File: config.mk
export PLATFORM = sky130hd
export DESIGN_NAME = motion_move_statistics_unit
export DESIGN_NICKNAME = d
export VERILOG_FILES = /design/src/rtl/msu_pkg.sv /design/src/rtl/motion_move_statistics_unit.sv /design/src/rtl/msu_serial_div.sv
export SDC_FILE = /design/constraint.sdc
export NUM_CORES = 1
export LEC_CHECK = 0
export BUFFER_PORTS_ARGS = -buffer_cell sky130_fd_sc_hd__buf_4
export CORE_MARGIN = 3
export CORE_UTILIZATION = 45
export DETAILED_ROUTE_END_ITERATION = 8
export SLEW_MARGIN = 30
export SYNTH_ARGS = -nofsm -noshare
export SYNTH_HDL_FRONTEND = slang
export SYNTH_SLANG_ARGS = --single-unit
File: constraint.sdc
create_clock -name i_clk -period 8.54 [get_ports i_clk]
set_input_delay 0.854 -clock i_clk [delete_from_list [all_inputs] [get_ports i_clk]]
set_output_delay 0.854 -clock i_clk [all_outputs]
set_load 0.1 [all_outputs]
File: src/rtl/msu_pkg.sv
// Shared widths, limits and types for the motion move statistics unit.
// No dependencies.
package msu_pkg;

    localparam int ANGLE_BITS = 12;
    localparam int ANGLE_IN_W = 12;
    localparam int SPEED_IN_W = 21;
    localparam int PWM_IN_W   = 8;
    localparam int TIME_W     = 32;
    localparam int TRAVEL_W   = 40;
    localparam int SPEED_W    = 20;
    localparam int PWM_W      = 7;
    localparam int SUM_W      = 48;
    localparam int CNT_W      = 32;
    localparam int BIT_W      = $clog2(SUM_W);

    localparam int SPEED_CLAMP = 1000000;
    localparam int PWM_CLAMP   = 100;

    typedef logic [ANGLE_BITS-1:0] t_angle;

    typedef struct packed {
        logic done;
        logic zero_div;
    } t_div_stat;

endpackage

File: src/rtl/motion_move_statistics_unit.sv
// Motion move statistics: per-move travel, speed and PWM summary from status samples.
// Depends on msu_pkg and msu_serial_div.
//
// One status sample is taken per request. An idle or paused sample that changes
// nothing leaves the unit idle. During a move, each sample passes through the
// accumulate state: the travel, speed-sum and sample-count accumulators sit in
// shift registers and are added one bit per cycle over the 48-bit sum width. A
// sample that ends a move passes through the bit-serial divider that forms the
// mean speed (one quotient bit per cycle over 48 bits), then waits while the
// previous summary still waits in the output register. One summary is held in
// the output register while the next samples are taken.
module motion_move_statistics_unit (
    input  logic                             i_clk,
    input  logic                             i_rst_n,
    input  logic                             i_valid,
    output logic                             o_stall,
    input  logic                             i_move_active,
    input  logic                             i_paused_for_sensor,
    input  logic                             i_sensor_valid,
    input  logic [msu_pkg::ANGLE_IN_W-1:0]   i_angle_counts,
    input  logic signed [msu_pkg::SPEED_IN_W-1:0] i_speed_centi_rpm,
    input  logic signed [msu_pkg::PWM_IN_W-1:0]   i_pwm_percent,
    input  logic [msu_pkg::TIME_W-1:0]       i_time_ms,
    output logic                             o_valid,
    input  logic                             i_stall,
    output logic [msu_pkg::TIME_W-1:0]       o_elapsed_ms,
    output logic [msu_pkg::TRAVEL_W-1:0]     o_travel_counts,
    output logic [msu_pkg::SPEED_W-1:0]      o_peak_speed,
    output logic [msu_pkg::SPEED_W-1:0]      o_mean_speed,
    output logic [msu_pkg::PWM_W-1:0]        o_peak_pwm
);
    import msu_pkg::*;

    localparam logic [1:0] ST_IDLE = 2'd0;
    localparam logic [1:0] ST_ACC  = 2'd1;
    localparam logic [1:0] ST_DIV  = 2'd2;
    localparam logic [1:0] ST_OUT  = 2'd3;

    logic [1:0]          r_state, n_state;
    logic                r_moving, n_moving;
    logic                r_last_valid, n_last_valid;
    logic                r_out_valid, n_out_valid;
    t_angle              r_last_angle, n_last_angle;
    logic [TIME_W-1:0]   r_start_time, n_start_time;
    logic [TRAVEL_W-1:0] r_travel, n_travel;
    logic [SPEED_W-1:0]  r_speed_peak, n_speed_peak;
    logic [SUM_W-1:0]    r_ssum, n_ssum;
    logic [CNT_W-1:0]    r_count, n_count;
    logic [PWM_W-1:0]    r_pwm_peak, n_pwm_peak;
    logic [BIT_W-1:0]    r_bit, n_bit;
    t_angle              r_add_t, n_add_t;
    logic [SPEED_W-1:0]  r_add_s, n_add_s;
    logic                r_inc, n_inc;
    logic                r_ct, n_ct;
    logic                r_cs, n_cs;
    logic                r_cc, n_cc;
    logic [TIME_W-1:0]   r_dur, n_dur;
    logic [TIME_W-1:0]   r_out_dur, n_out_dur;
    logic [TRAVEL_W-1:0] r_out_travel, n_out_travel;
    logic [SPEED_W-1:0]  r_out_peak, n_out_peak;
    logic [SPEED_W-1:0]  r_out_mean, n_out_mean;
    logic [PWM_W-1:0]    r_out_pwm, n_out_pwm;

    logic                w_take;
    logic                w_start;
    logic                w_div_go;
    t_angle              w_ang;
    t_angle              w_diff;
    t_angle              w_rev;
    t_angle              w_step;
    logic [SPEED_IN_W-1:0] w_spd_raw;
    logic [SPEED_IN_W-1:0] w_spd_abs;
    logic [SPEED_W-1:0]  w_spd;
    logic [PWM_IN_W-1:0] w_pwm_raw;
    logic [PWM_IN_W-1:0] w_pwm_abs;
    logic [PWM_W-1:0]    w_pwm;
    logic [SPEED_W-1:0]  w_speed_base;
    logic [PWM_W-1:0]    w_pwm_base;
    logic                w_t_sum, w_t_cy;
    logic                w_s_add, w_s_sum, w_s_cy;
    t_div_stat           w_div_stat;
    logic [SUM_W-1:0]    w_quo;

    assign o_stall = (r_state != ST_IDLE);
    assign w_take  = i_valid && !o_stall;
    assign w_start = i_move_active && !r_moving;

    assign w_ang  = t_angle'(i_angle_counts);
    assign w_diff = w_ang - r_last_angle;
    assign w_rev  = t_angle'(0) - w_diff;
    assign w_step = (w_diff < w_rev) ? w_diff : w_rev;

    assign w_spd_raw = $unsigned(i_speed_centi_rpm);
    assign w_spd_abs = w_spd_raw[SPEED_IN_W-1] ? (~w_spd_raw + SPEED_IN_W'(1)) : w_spd_raw;
    assign w_spd     = (w_spd_abs > SPEED_IN_W'(SPEED_CLAMP)) ? SPEED_W'(SPEED_CLAMP)
                                                              : w_spd_abs[SPEED_W-1:0];

    assign w_pwm_raw = $unsigned(i_pwm_percent);
    assign w_pwm_abs = w_pwm_raw[PWM_IN_W-1] ? (~w_pwm_raw + PWM_IN_W'(1)) : w_pwm_raw;
    assign w_pwm     = (w_pwm_abs > PWM_IN_W'(PWM_CLAMP)) ? PWM_W'(PWM_CLAMP)
                                                          : w_pwm_abs[PWM_W-1:0];

    assign w_speed_base = w_start ? '0 : r_speed_peak;
    assign w_pwm_base   = w_start ? '0 : r_pwm_peak;

    assign w_t_sum = r_travel[0] ^ r_add_t[0] ^ r_ct;
    assign w_t_cy  = (r_travel[0] & r_add_t[0]) | (r_ct & (r_travel[0] ^ r_add_t[0]));
    assign w_s_add = r_add_s[0] & r_inc;
    assign w_s_sum = r_ssum[0] ^ w_s_add ^ r_cs;
    assign w_s_cy  = (r_ssum[0] & w_s_add) | (r_cs & (r_ssum[0] ^ w_s_add));

    assign w_div_go = w_take && !i_move_active && r_moving && !i_paused_for_sensor;

    msu_serial_div u_div (
        .i_clk      (i_clk),
        .i_rst_n    (i_rst_n),
        .i_start    (w_div_go),
        .i_dividend (r_ssum),
        .i_divisor  (r_count),
        .o_stat     (w_div_stat),
        .o_quotient (w_quo)
    );

    always_comb begin
        n_state      = r_state;
        n_moving     = r_moving;
        n_last_valid = r_last_valid;
        n_out_valid  = r_out_valid && i_stall;
        n_last_angle = r_last_angle;
        n_start_time = r_start_time;
        n_travel     = r_travel;
        n_speed_peak = r_speed_peak;
        n_ssum       = r_ssum;
        n_count      = r_count;
        n_pwm_peak   = r_pwm_peak;
        n_bit        = r_bit;
        n_add_t      = r_add_t;
        n_add_s      = r_add_s;
        n_inc        = r_inc;
        n_ct         = r_ct;
        n_cs         = r_cs;
        n_cc         = r_cc;
        n_dur        = r_dur;
        n_out_dur    = r_out_dur;
        n_out_travel = r_out_travel;
        n_out_peak   = r_out_peak;
        n_out_mean   = r_out_mean;
        n_out_pwm    = r_out_pwm;

        case (r_state)
            ST_IDLE: begin
                if (w_take && i_move_active) begin
                    if (w_start) begin
                        n_moving     = 1'b1;
                        n_start_time = i_time_ms;
                        n_travel     = '0;
                        n_ssum       = '0;
                        n_count      = '0;
                    end
                    n_add_t = (i_sensor_valid && r_last_valid && !w_start) ? w_step : '0;
                    if (i_sensor_valid || w_start) begin
                        n_last_angle = w_ang;
                    end
                    n_last_valid = i_sensor_valid || (r_last_valid && !w_start);
                    n_speed_peak = (w_spd > w_speed_base) ? w_spd : w_speed_base;
                    n_pwm_peak   = (w_pwm > w_pwm_base) ? w_pwm : w_pwm_base;
                    n_add_s      = w_spd;
                    n_inc        = w_start || !(&r_count);
                    n_cc         = w_start || !(&r_count);
                    n_ct         = 1'b0;
                    n_cs         = 1'b0;
                    n_bit        = '0;
                    n_state      = ST_ACC;
                end else if (w_div_go) begin
                    n_dur        = i_time_ms - r_start_time;
                    n_moving     = 1'b0;
                    n_last_valid = 1'b0;
                    n_state      = ST_DIV;
                end
            end
            ST_ACC: begin
                if (r_bit < BIT_W'(TRAVEL_W)) begin
                    n_travel = {w_t_sum, r_travel[TRAVEL_W-1:1]};
                    n_ct     = w_t_cy;
                    n_add_t  = r_add_t >> 1;
                end
                if (r_bit < BIT_W'(CNT_W)) begin
                    n_count = {r_count[0] ^ r_cc, r_count[CNT_W-1:1]};
                    n_cc    = r_count[0] & r_cc;
                end
                n_ssum  = {w_s_sum, r_ssum[SUM_W-1:1]};
                n_cs    = w_s_cy;
                n_add_s = r_add_s >> 1;
                n_bit   = r_bit + BIT_W'(1);
                if (r_bit == BIT_W'(SUM_W - 1)) begin
                    if (r_ct) begin
                        n_travel = '1;
                    end
                    if (w_s_cy) begin
                        n_ssum = '1;
                    end
                    n_state = ST_IDLE;
                end
            end
            ST_DIV: begin
                if (w_div_stat.done) begin
                    n_state = ST_OUT;
                end
            end
            ST_OUT: begin
                if (!r_out_valid || !i_stall) begin
                    n_out_valid  = 1'b1;
                    n_out_dur    = r_dur;
                    n_out_travel = r_travel;
                    n_out_peak   = r_speed_peak;
                    n_out_mean   = w_div_stat.zero_div ? '0 : w_quo[SPEED_W-1:0];
                    n_out_pwm    = r_pwm_peak;
                    n_state      = ST_IDLE;
                end
            end
            default: begin
                n_state = ST_IDLE;
            end
        endcase
    end

    always_ff @(posedge i_clk) begin
        if (!i_rst_n) begin
            r_state      <= ST_IDLE;
            r_moving     <= 1'b0;
            r_last_valid <= 1'b0;
            r_out_valid  <= 1'b0;
        end else begin
            r_state      <= n_state;
            r_moving     <= n_moving;
            r_last_valid <= n_last_valid;
            r_out_valid  <= n_out_valid;
        end
    end

    always_ff @(posedge i_clk) begin
        r_last_angle <= n_last_angle;
        r_start_time <= n_start_time;
        r_travel     <= n_travel;
        r_speed_peak <= n_speed_peak;
        r_ssum       <= n_ssum;
        r_count      <= n_count;
        r_pwm_peak   <= n_pwm_peak;
        r_bit        <= n_bit;
        r_add_t      <= n_add_t;
        r_add_s      <= n_add_s;
        r_inc        <= n_inc;
        r_ct         <= n_ct;
        r_cs         <= n_cs;
        r_cc         <= n_cc;
        r_dur        <= n_dur;
        r_out_dur    <= n_out_dur;
        r_out_travel <= n_out_travel;
        r_out_peak   <= n_out_peak;
        r_out_mean   <= n_out_mean;
        r_out_pwm    <= n_out_pwm;
    end

    assign o_valid         = r_out_valid;
    assign o_elapsed_ms    = r_out_dur;
    assign o_travel_counts = r_out_travel;
    assign o_peak_speed    = r_out_peak;
    assign o_mean_speed    = r_out_mean;
    assign o_peak_pwm      = r_out_pwm;

endmodule

File: src/rtl/msu_serial_div.sv
// Restoring divider, one quotient bit per cycle, for the mean speed.
// Depends on msu_pkg.
module msu_serial_div (
    input  logic                       i_clk,
    input  logic                       i_rst_n,
    input  logic                       i_start,
    input  logic [msu_pkg::SUM_W-1:0]  i_dividend,
    input  logic [msu_pkg::CNT_W-1:0]  i_divisor,
    output msu_pkg::t_div_stat         o_stat,
    output logic [msu_pkg::SUM_W-1:0]  o_quotient
);
    import msu_pkg::*;

    logic             r_busy, n_busy;
    logic             r_done, n_done;
    logic             r_zero, n_zero;
    logic [BIT_W-1:0] r_step, n_step;
    logic [SUM_W-1:0] r_quo, n_quo;
    logic [CNT_W-1:0] r_rem, n_rem;
    logic [CNT_W-1:0] r_dvs, n_dvs;

    logic [CNT_W:0]   w_shift;
    logic [CNT_W+1:0] w_diff;
    logic             w_ge;

    assign w_shift = {r_rem, r_quo[SUM_W-1]};
    assign w_diff  = {1'b0, w_shift} - {2'b00, r_dvs};
    assign w_ge    = !w_diff[CNT_W+1];

    always_comb begin
        n_busy = r_busy;
        n_done = 1'b0;
        n_zero = r_zero;
        n_step = r_step;
        n_quo  = r_quo;
        n_rem  = r_rem;
        n_dvs  = r_dvs;
        if (i_start) begin
            n_busy = 1'b1;
            n_zero = (i_divisor == '0);
            n_step = '0;
            n_quo  = i_dividend;
            n_rem  = '0;
            n_dvs  = i_divisor;
        end else if (r_busy) begin
            n_quo  = {r_quo[SUM_W-2:0], w_ge};
            n_rem  = w_ge ? w_diff[CNT_W-1:0] : w_shift[CNT_W-1:0];
            n_step = r_step + BIT_W'(1);
            if (r_step == BIT_W'(SUM_W - 1)) begin
                n_busy = 1'b0;
                n_done = 1'b1;
            end
        end
    end

    always_ff @(posedge i_clk) begin
        if (!i_rst_n) begin
            r_busy <= 1'b0;
            r_done <= 1'b0;
        end else begin
            r_busy <= n_busy;
            r_done <= n_done;
        end
    end

    always_ff @(posedge i_clk) begin
        r_zero <= n_zero;
        r_step <= n_step;
        r_quo  <= n_quo;
        r_rem  <= n_rem;
        r_dvs  <= n_dvs;
    end

    assign o_stat.done     = r_done;
    assign o_stat.zero_div = r_zero;
    assign o_quotient      = r_quo;

endmodule

* After elaboration in Yosys (flattened, before gate mapping)
Cells that the tools add are included.
** Storage, ports and cells
- Flip-flop bits (word level) :: 510
- Latch bits :: 0
- Bits in writable memories :: 0
- Memory bits (read-only) :: 0
- Output and inout bits :: 121
- Memories kept :: 0
** Operators by class
- $add $sub $neg :: 8
- Multiply operators :: 0
- Divide/modulo/power cells :: 0
- Magnitude comparators :: 7
- Eq/ne operators :: 14
- Shift-type cells :: 0
- Mux-type cells :: 58
- Bitwise logic cells :: 18
- Reductions and logical operators :: 44
** Operator list (number)
- two-way mux 48 bit :: 6
- two-way mux 40 bit :: 5
- two-way mux 32 bit :: 4
- case mux 48 bit (2 select lines) :: 1
- two-way mux 20 bit :: 4
- case mux 40 bit (2 select lines) :: 1
- case mux 32 bit (2 select lines) :: 1
- two-way mux 12 bit :: 4
- case mux 20 bit (2 select lines) :: 1
- subtractor 33 x 32 -> 34 bit :: 1
- logical NOT 32 bit :: 1
- AND reduction 32 bit :: 1
- subtractor 32 bit :: 1
- case mux 12 bit (2 select lines) :: 1
- adder 21 x 1 -> 21 bit, second input constant :: 1
- greater-than comparator 21 x 20 -> 1 bit, second input constant :: 1
- two-way mux 21 bit :: 1
- two-way mux 7 bit :: 3
- inverter 21 bit :: 1
- AND reduction 3 bit :: 7
- greater-than comparator 20 bit :: 1
- two-way mux 1 bit :: 14
- != test 2 bit, second input constant :: 7
- adder 6 x 1 -> 6 bit, second input constant :: 2
- 31 further kinds :: 79

* Logic depth before layout (Yosys ltp)
- Depth in word-level cells :: 9
- Gate-level depth with buffers :: 26
- Depth with buffers taken out :: 23

* Cells and area by module
From an unflattened synthesis, not the netlist that was laid out.
** Unflattened totals
- Cell total of the unflattened synthesis :: 2117
- Area, all modules :: 25011.5 um^2
** By module, submodules not included
- motion_move_statistics_unit :: instances 1, cells an instance 1530, area an instance 18487.7 um^2, seq. area each 11631.2 um^2
- msu_serial_div :: instances 1, cells an instance 587, area an instance 6523.8 um^2, seq. area each 3233.1 um^2

* Worst setup path after synthesis
No wires, ideal clock.
- Path type :: reg2reg
- Start point :: reg r_out_valid, in the netlist o_valid
- End point :: reg r_out_dur[0], in the netlist o_elapsed_ms[0], enable pin
- Arrival :: 6.582 ns
- Path slack :: 1.321 ns
- Stages on the path, launching flop included :: 2
- Path buffers :: 0
- Cell sequence :: dfxtp_1 > a21oi_1
** On the way
- Longest elaborated chain between the ends :: 3
** Ends and longest elaborated chain
- start, declared :: RTL line motion_move_statistics_unit.sv:42 : logic r_out_valid, n_out_valid;
- start signal, assigned :: RTL line motion_move_statistics_unit.sv:237 : r_out_valid <= n_out_valid;
- logical NOT 1 bit :: RTL line motion_move_statistics_unit.sv:211 : if (!r_out_valid || !i_stall) begin
- logical OR 1 bit :: RTL line motion_move_statistics_unit.sv:211
- AND reduction 2 bit (no source line)
- end signal, assigned :: RTL line motion_move_statistics_unit.sv:257 : r_out_dur <= n_out_dur;
- end, declared :: RTL line motion_move_statistics_unit.sv:58 : logic [TIME_W-1:0] r_out_dur, n_out_dur;
Every way passes these cells.
A chain may end at the register's enable or synchronous reset.

* Worst setup path in the final report
- Start point :: in i_speed_centi_rpm[5] in the netlist's numbering
- End point :: reg r_speed_peak[9] (data pin)
** On the way
- Longest elaborated chain between the ends :: 7
** Ends and longest elaborated chain
- start, declared :: RTL line motion_move_statistics_unit.sv:21 : input logic signed [msu_pkg::SPEED_IN_W-1:0] i_speed_centi_rpm,
- inverter 21 bit :: RTL line motion_move_statistics_unit.sv:94 : assign w_spd_abs = w_spd_raw[SPEED_IN_W-1] ? (~w_spd_raw + SPEED_IN_W'(1)) : w_spd_raw;
- adder 21 x 1 -> 21 bit :: RTL line motion_move_statistics_unit.sv:94
- two-way mux 21 bit * :: RTL line motion_move_statistics_unit.sv:94
- greater-than comparator 21 x 20 -> 1 bit :: RTL line motion_move_statistics_unit.sv:95 : assign w_spd = (w_spd_abs > SPEED_IN_W'(SPEED_CLAMP)) ? SPEED_W'(SPEED_CLAMP)
- two-way mux 20 bit * :: RTL line motion_move_statistics_unit.sv:95
- greater-than comparator 20 bit :: RTL line motion_move_statistics_unit.sv:165 : n_speed_peak = (w_spd > w_speed_base) ? w_spd : w_speed_base;
- two-way mux 20 bit * :: RTL line motion_move_statistics_unit.sv:165
- end signal, assigned :: RTL line motion_move_statistics_unit.sv:245 : r_speed_peak <= n_speed_peak;
- end, declared :: RTL line motion_move_statistics_unit.sv:46 : logic [SPEED_W-1:0] r_speed_peak, n_speed_peak;
Every way passes the cells marked *; elsewhere a longest branch is shown, timed or not.

==> qor.csv <==
stage,metric,value,unit
status,status,"complete, no violations",
clock_network,cts_setup_buffers,0,
clock_network,holdBufCountCts,0,
routing,dr_total_vias,17000,
power,power.density,245,mW/mm2
routing,drt_iter0_drc,1072,
layout,fin_area,0.0292,mm2
global_routing,first_global_vias,16200,
power,switchingPower,2.02,mW
routing,first_pass_iters,5,
synthesis,postSynthCellCount,2253,
timing,whs,0.417,ns
synthesis,synth_enable_flop_cells,465,
routing,wl_per_cell,17.0,um
routing,drcViolationCount,0,
global_routing,grt_antenna_before_repair,0,
timing,fin_skew,0.0275,ns
timing,setup-tns-final,0,ns
clock_network,cts_tree,yes,
die,die_y,241,um
timing,finalCritPeriodShare,63.3,%
clock_network,cts_root_buf,clkbuf_16,
timing,post-route-min-period,5.41,ns
die,num_rows,85,
clock_network,cts.reportedPaths.clkPinSlew,0.06,ns
timing,relSlewSlack,49.0,%
job,max_cap_violations,0,
die,start_util,45.9,%
synthesis,synth_ff_type,edfxtp_1,
worst_hold_path,hold_class,reg2reg,
power,cell_internal_pwr,5.12,mW
power,irDropWorstVdd,0.175,mV
routing,avgViaCountPerCell,5.35,
power,swShare,28.3,%
clock_network,cts_htree_levels,2,
timing,rsz0062_at_grt,false,
synthesis,avgSynthCellArea,11.0,um2
timing,finalSetupViolations,0,
power,total_power,7.15,mW
global_routing,grt_max_degree,98,
global_routing,grt_overflow,0,
synthesis,ys_warn_count,0,
die,ios,201,
layout,diodes,0,
die,design.die.area,0.0581,mm2
critical_path,criticalPathCategory,in2reg,
clock_network,ctsLongestPathBuffers,3,
timing,hold_violations,0,
power,pwr-share-clk,36.4,%
synthesis,ys_seq_elements,510,
critical_path,required,8.89,ns
placement,dpl.hpwl,37.1,mm
power,p_leak,11.5,nW
layout,final_core_util,53.8,%
global_routing,track_usage,18.4,%
timing,drv_slew,0,
critical_path,critPathMaxFanout,24,
clock_network,clock_sinks,510,
power,combPwrFrac,20.4,%
placement,place_area,0.0272,mm2
clock_network,numCtsBuffers,55,
clock_network,cts_resized,0,
placement,io_buffers,200,
timing,fmax,185,MHz
synthesis,yosys.cell_types.count,76,
critical_path,cp.arrival,5.76,ns
critical_path,cp-end-kind,flip-flop,
timing,tightest_slew,0.764,ns
routing,routed_wirelength,54.2,mm
clock_network,clk_latency,0.62,ns
die,fp.coreArea,0.0542,mm2
placement,gp_congestion,0.884,
synthesis,syn-num-nets,2452,
layout,drive_gt1_share,14.3,%
critical_path,start_kind,primary input,
power,seqPwrFrac,43.1,%
synthesis,syn_area,0.0249,mm2
routing,postRouteAntennaNets,0,
global_routing,grt_pass1_wl,86.2,mm
synthesis,ys_seq_area_share,59.7,%
layout,fin_nets,2641,
synthesis,synthArstFlopShare,0,%
die,die_x,241,um
layout,syn_to_final_growth,17.3,%
final cells by class:
type / count / area, um2
multi-input combinational: 1525 / 9230
sequential: 510 / 14900
clock inverter: 43 / 616
fill: 4757 / 25000
tap: 696 / 871
inverter: 124 / 465
timing repair buffer: 226 / 1750
clock buffer: 61 / 1400
power groups by stage:
stage	registers [mW]	logic, mW	clock network (mW)
after floorplan	3.10	1.12	0
after global placement	3.13	1.42	0
after detailed placement	3.13	1.45	0
after CTS	3.08	1.46	2.67
after global routing	3.11	1.66	2.77
final	3.08	1.46	2.60
path summary, 6_finish.rpt:
| kind | startpoint | to | slack, ns | cells past startpoint |
|---|---|---|---|---|
| worst max register to register | r_last_angle[0] | r_add_t[4] | 3.94 | 16 |
| worst min-delay path | r_dur[13] | o_elapsed_ms[13] | 0.42 | 0 |
| worst min register to register | r_dur[13] | o_elapsed_ms[13] | 0.42 | 0 |
| worst max-delay path | i_speed_centi_rpm[5] | r_speed_peak[9] | 3.13 | 22 |
critical path: stages:
cell	delay, ns
buf_4	0.12
or4_4	0.61
nor2_2	0.17
nand4_2	0.18
nor3_1	0.25
xor2_1	0.10
or3_1	0.31
a211oi_1	0.38
nand3_4	0.20
nand2_4	0.29
nor2_1	0.08
ha_1	0.31
and4_1	0.21
a21oi_1	0.14
nand2_1	0.07
a221o_1	0.32
a21oi_1	0.14
o21ai_0	0.11
o21ai_2	0.30
buf_4	0.36
a31oi_1	0.06
o21bai_1	0.17
registers in the layout, summed over array words and instances, names as in the netlist, 7 cells and up:
name and flops:
r_speed_peak 20, u_div.r_rem 32, o_peak_speed 20, o_elapsed_ms 32
o_peak_pwm 7, r_pwm_peak 7, u_div.r_dvs 32, r_count 32
o_mean_speed 20, r_last_angle 12, r_add_t 12, r_dur 32
o_travel_counts 40, u_div.o_quotient 48, r_add_s 20, r_ssum 48
r_travel 40, r_start_time 32
metal layers:
| layer | GRT usage [%] | wire (um) | up-vias |
|---|---|---|---|
| li1 | - | - | 8482 |
| met1 | 25.9 | 25000 | 8093 |
| met2 | 28.3 | 24500 | 373 |
| met3 | 4.83 | 3470 | 78 |
| met4 | 4.94 | 1260 | 0 |
| met5 | 0 | 0 | - |
cells in the mapped netlist (7+ instances only):
| cell | count | area share (%) |
|---|---|---|
| a211o_1 | 7 | 0.25 |
| o21ai_0 | 103 | 2.1 |
| clkbuf_1 | 85 | 1.3 |
| a21o_1 | 39 | 1.2 |
| nand3_1 | 49 | 0.99 |
| nand2_1 | 392 | 5.9 |
| or3_1 | 15 | 0.38 |
| and2_1 | 42 | 1.1 |
| o21a_1 | 12 | 0.36 |
| nor2b_1 | 40 | 1.0 |
| ha_1 | 114 | 5.7 |
| xor2_1 | 37 | 1.3 |
| a31oi_1 | 78 | 2.0 |
| mux2i_1 | 14 | 0.56 |
| dfxtp_1 | 45 | 3.6 |
| nor2_1 | 205 | 3.1 |
| a21boi_0 | 7 | 0.21 |
| nor4_1 | 17 | 0.43 |
| nor3_1 | 22 | 0.44 |
| and3_1 | 14 | 0.35 |
| edfxtp_1 | 465 | 56 |
| a21oi_1 | 93 | 1.9 |
| inv_1 | 124 | 1.9 |
| nand2b_1 | 21 | 0.53 |
| nand4_1 | 26 | 0.65 |
| o31ai_1 | 15 | 0.45 |
| xnor2_1 | 49 | 1.7 |
per-stage QoR:
step	setup slack [ns]	cells
global placement	2.63	3078
CTS	3.15	3184
finish	3.13	3185
floorplan	1.32	2253
detailed placement	2.52	3080
global route	2.68	3185
cell usage in the layout (no fill, tap or decap), types with 10 or more instances in the layout:
| master | Yosys | final |
|---|---|---|
| a21o_1 | 39 | 39 |
| a21oi_1 | 93 | 92 |
| a31oi_1 | 78 | 78 |
| and2_1 | 42 | 42 |
| and3_1 | 14 | 14 |
| buf_4 | 0 | 222 |
| bufinv_16 | 0 | 13 |
| clkbuf_16 | 0 | 55 |
| clkinv_2 | 0 | 10 |
| dfxtp_1 | 45 | 44 |
| edfxtp_1 | 465 | 465 |
| ha_1 | 114 | 114 |
| inv_1 | 124 | 123 |
| mux2i_1 | 14 | 14 |
| nand2_1 | 392 | 392 |
| nand2b_1 | 21 | 19 |
| nand3_1 | 49 | 49 |
| nand4_1 | 26 | 26 |
| nor2_1 | 205 | 204 |
| nor2b_1 | 40 | 39 |
| nor3_1 | 22 | 22 |
| nor4_1 | 17 | 17 |
| o21a_1 | 12 | 12 |
| o21ai_0 | 103 | 100 |
| o31ai_1 | 15 | 15 |
| or3_1 | 15 | 15 |
| xnor2_1 | 49 | 49 |
| xor2_1 | 37 | 37 |
logic make-up after synthesis:
kind of cell | share of synthesized area [%]
buffers and inverters | 3.39
AO/OA/AOI/OAI | 11.0
XOR/XNOR | 3.09
adder cells (fa/ha/maj) | 6.13
multiplexers | 0.563
flip-flops | 59.7
AND/OR/NAND/NOR | 16.1
Note: power is estimated with default switching activity, not from simulation.
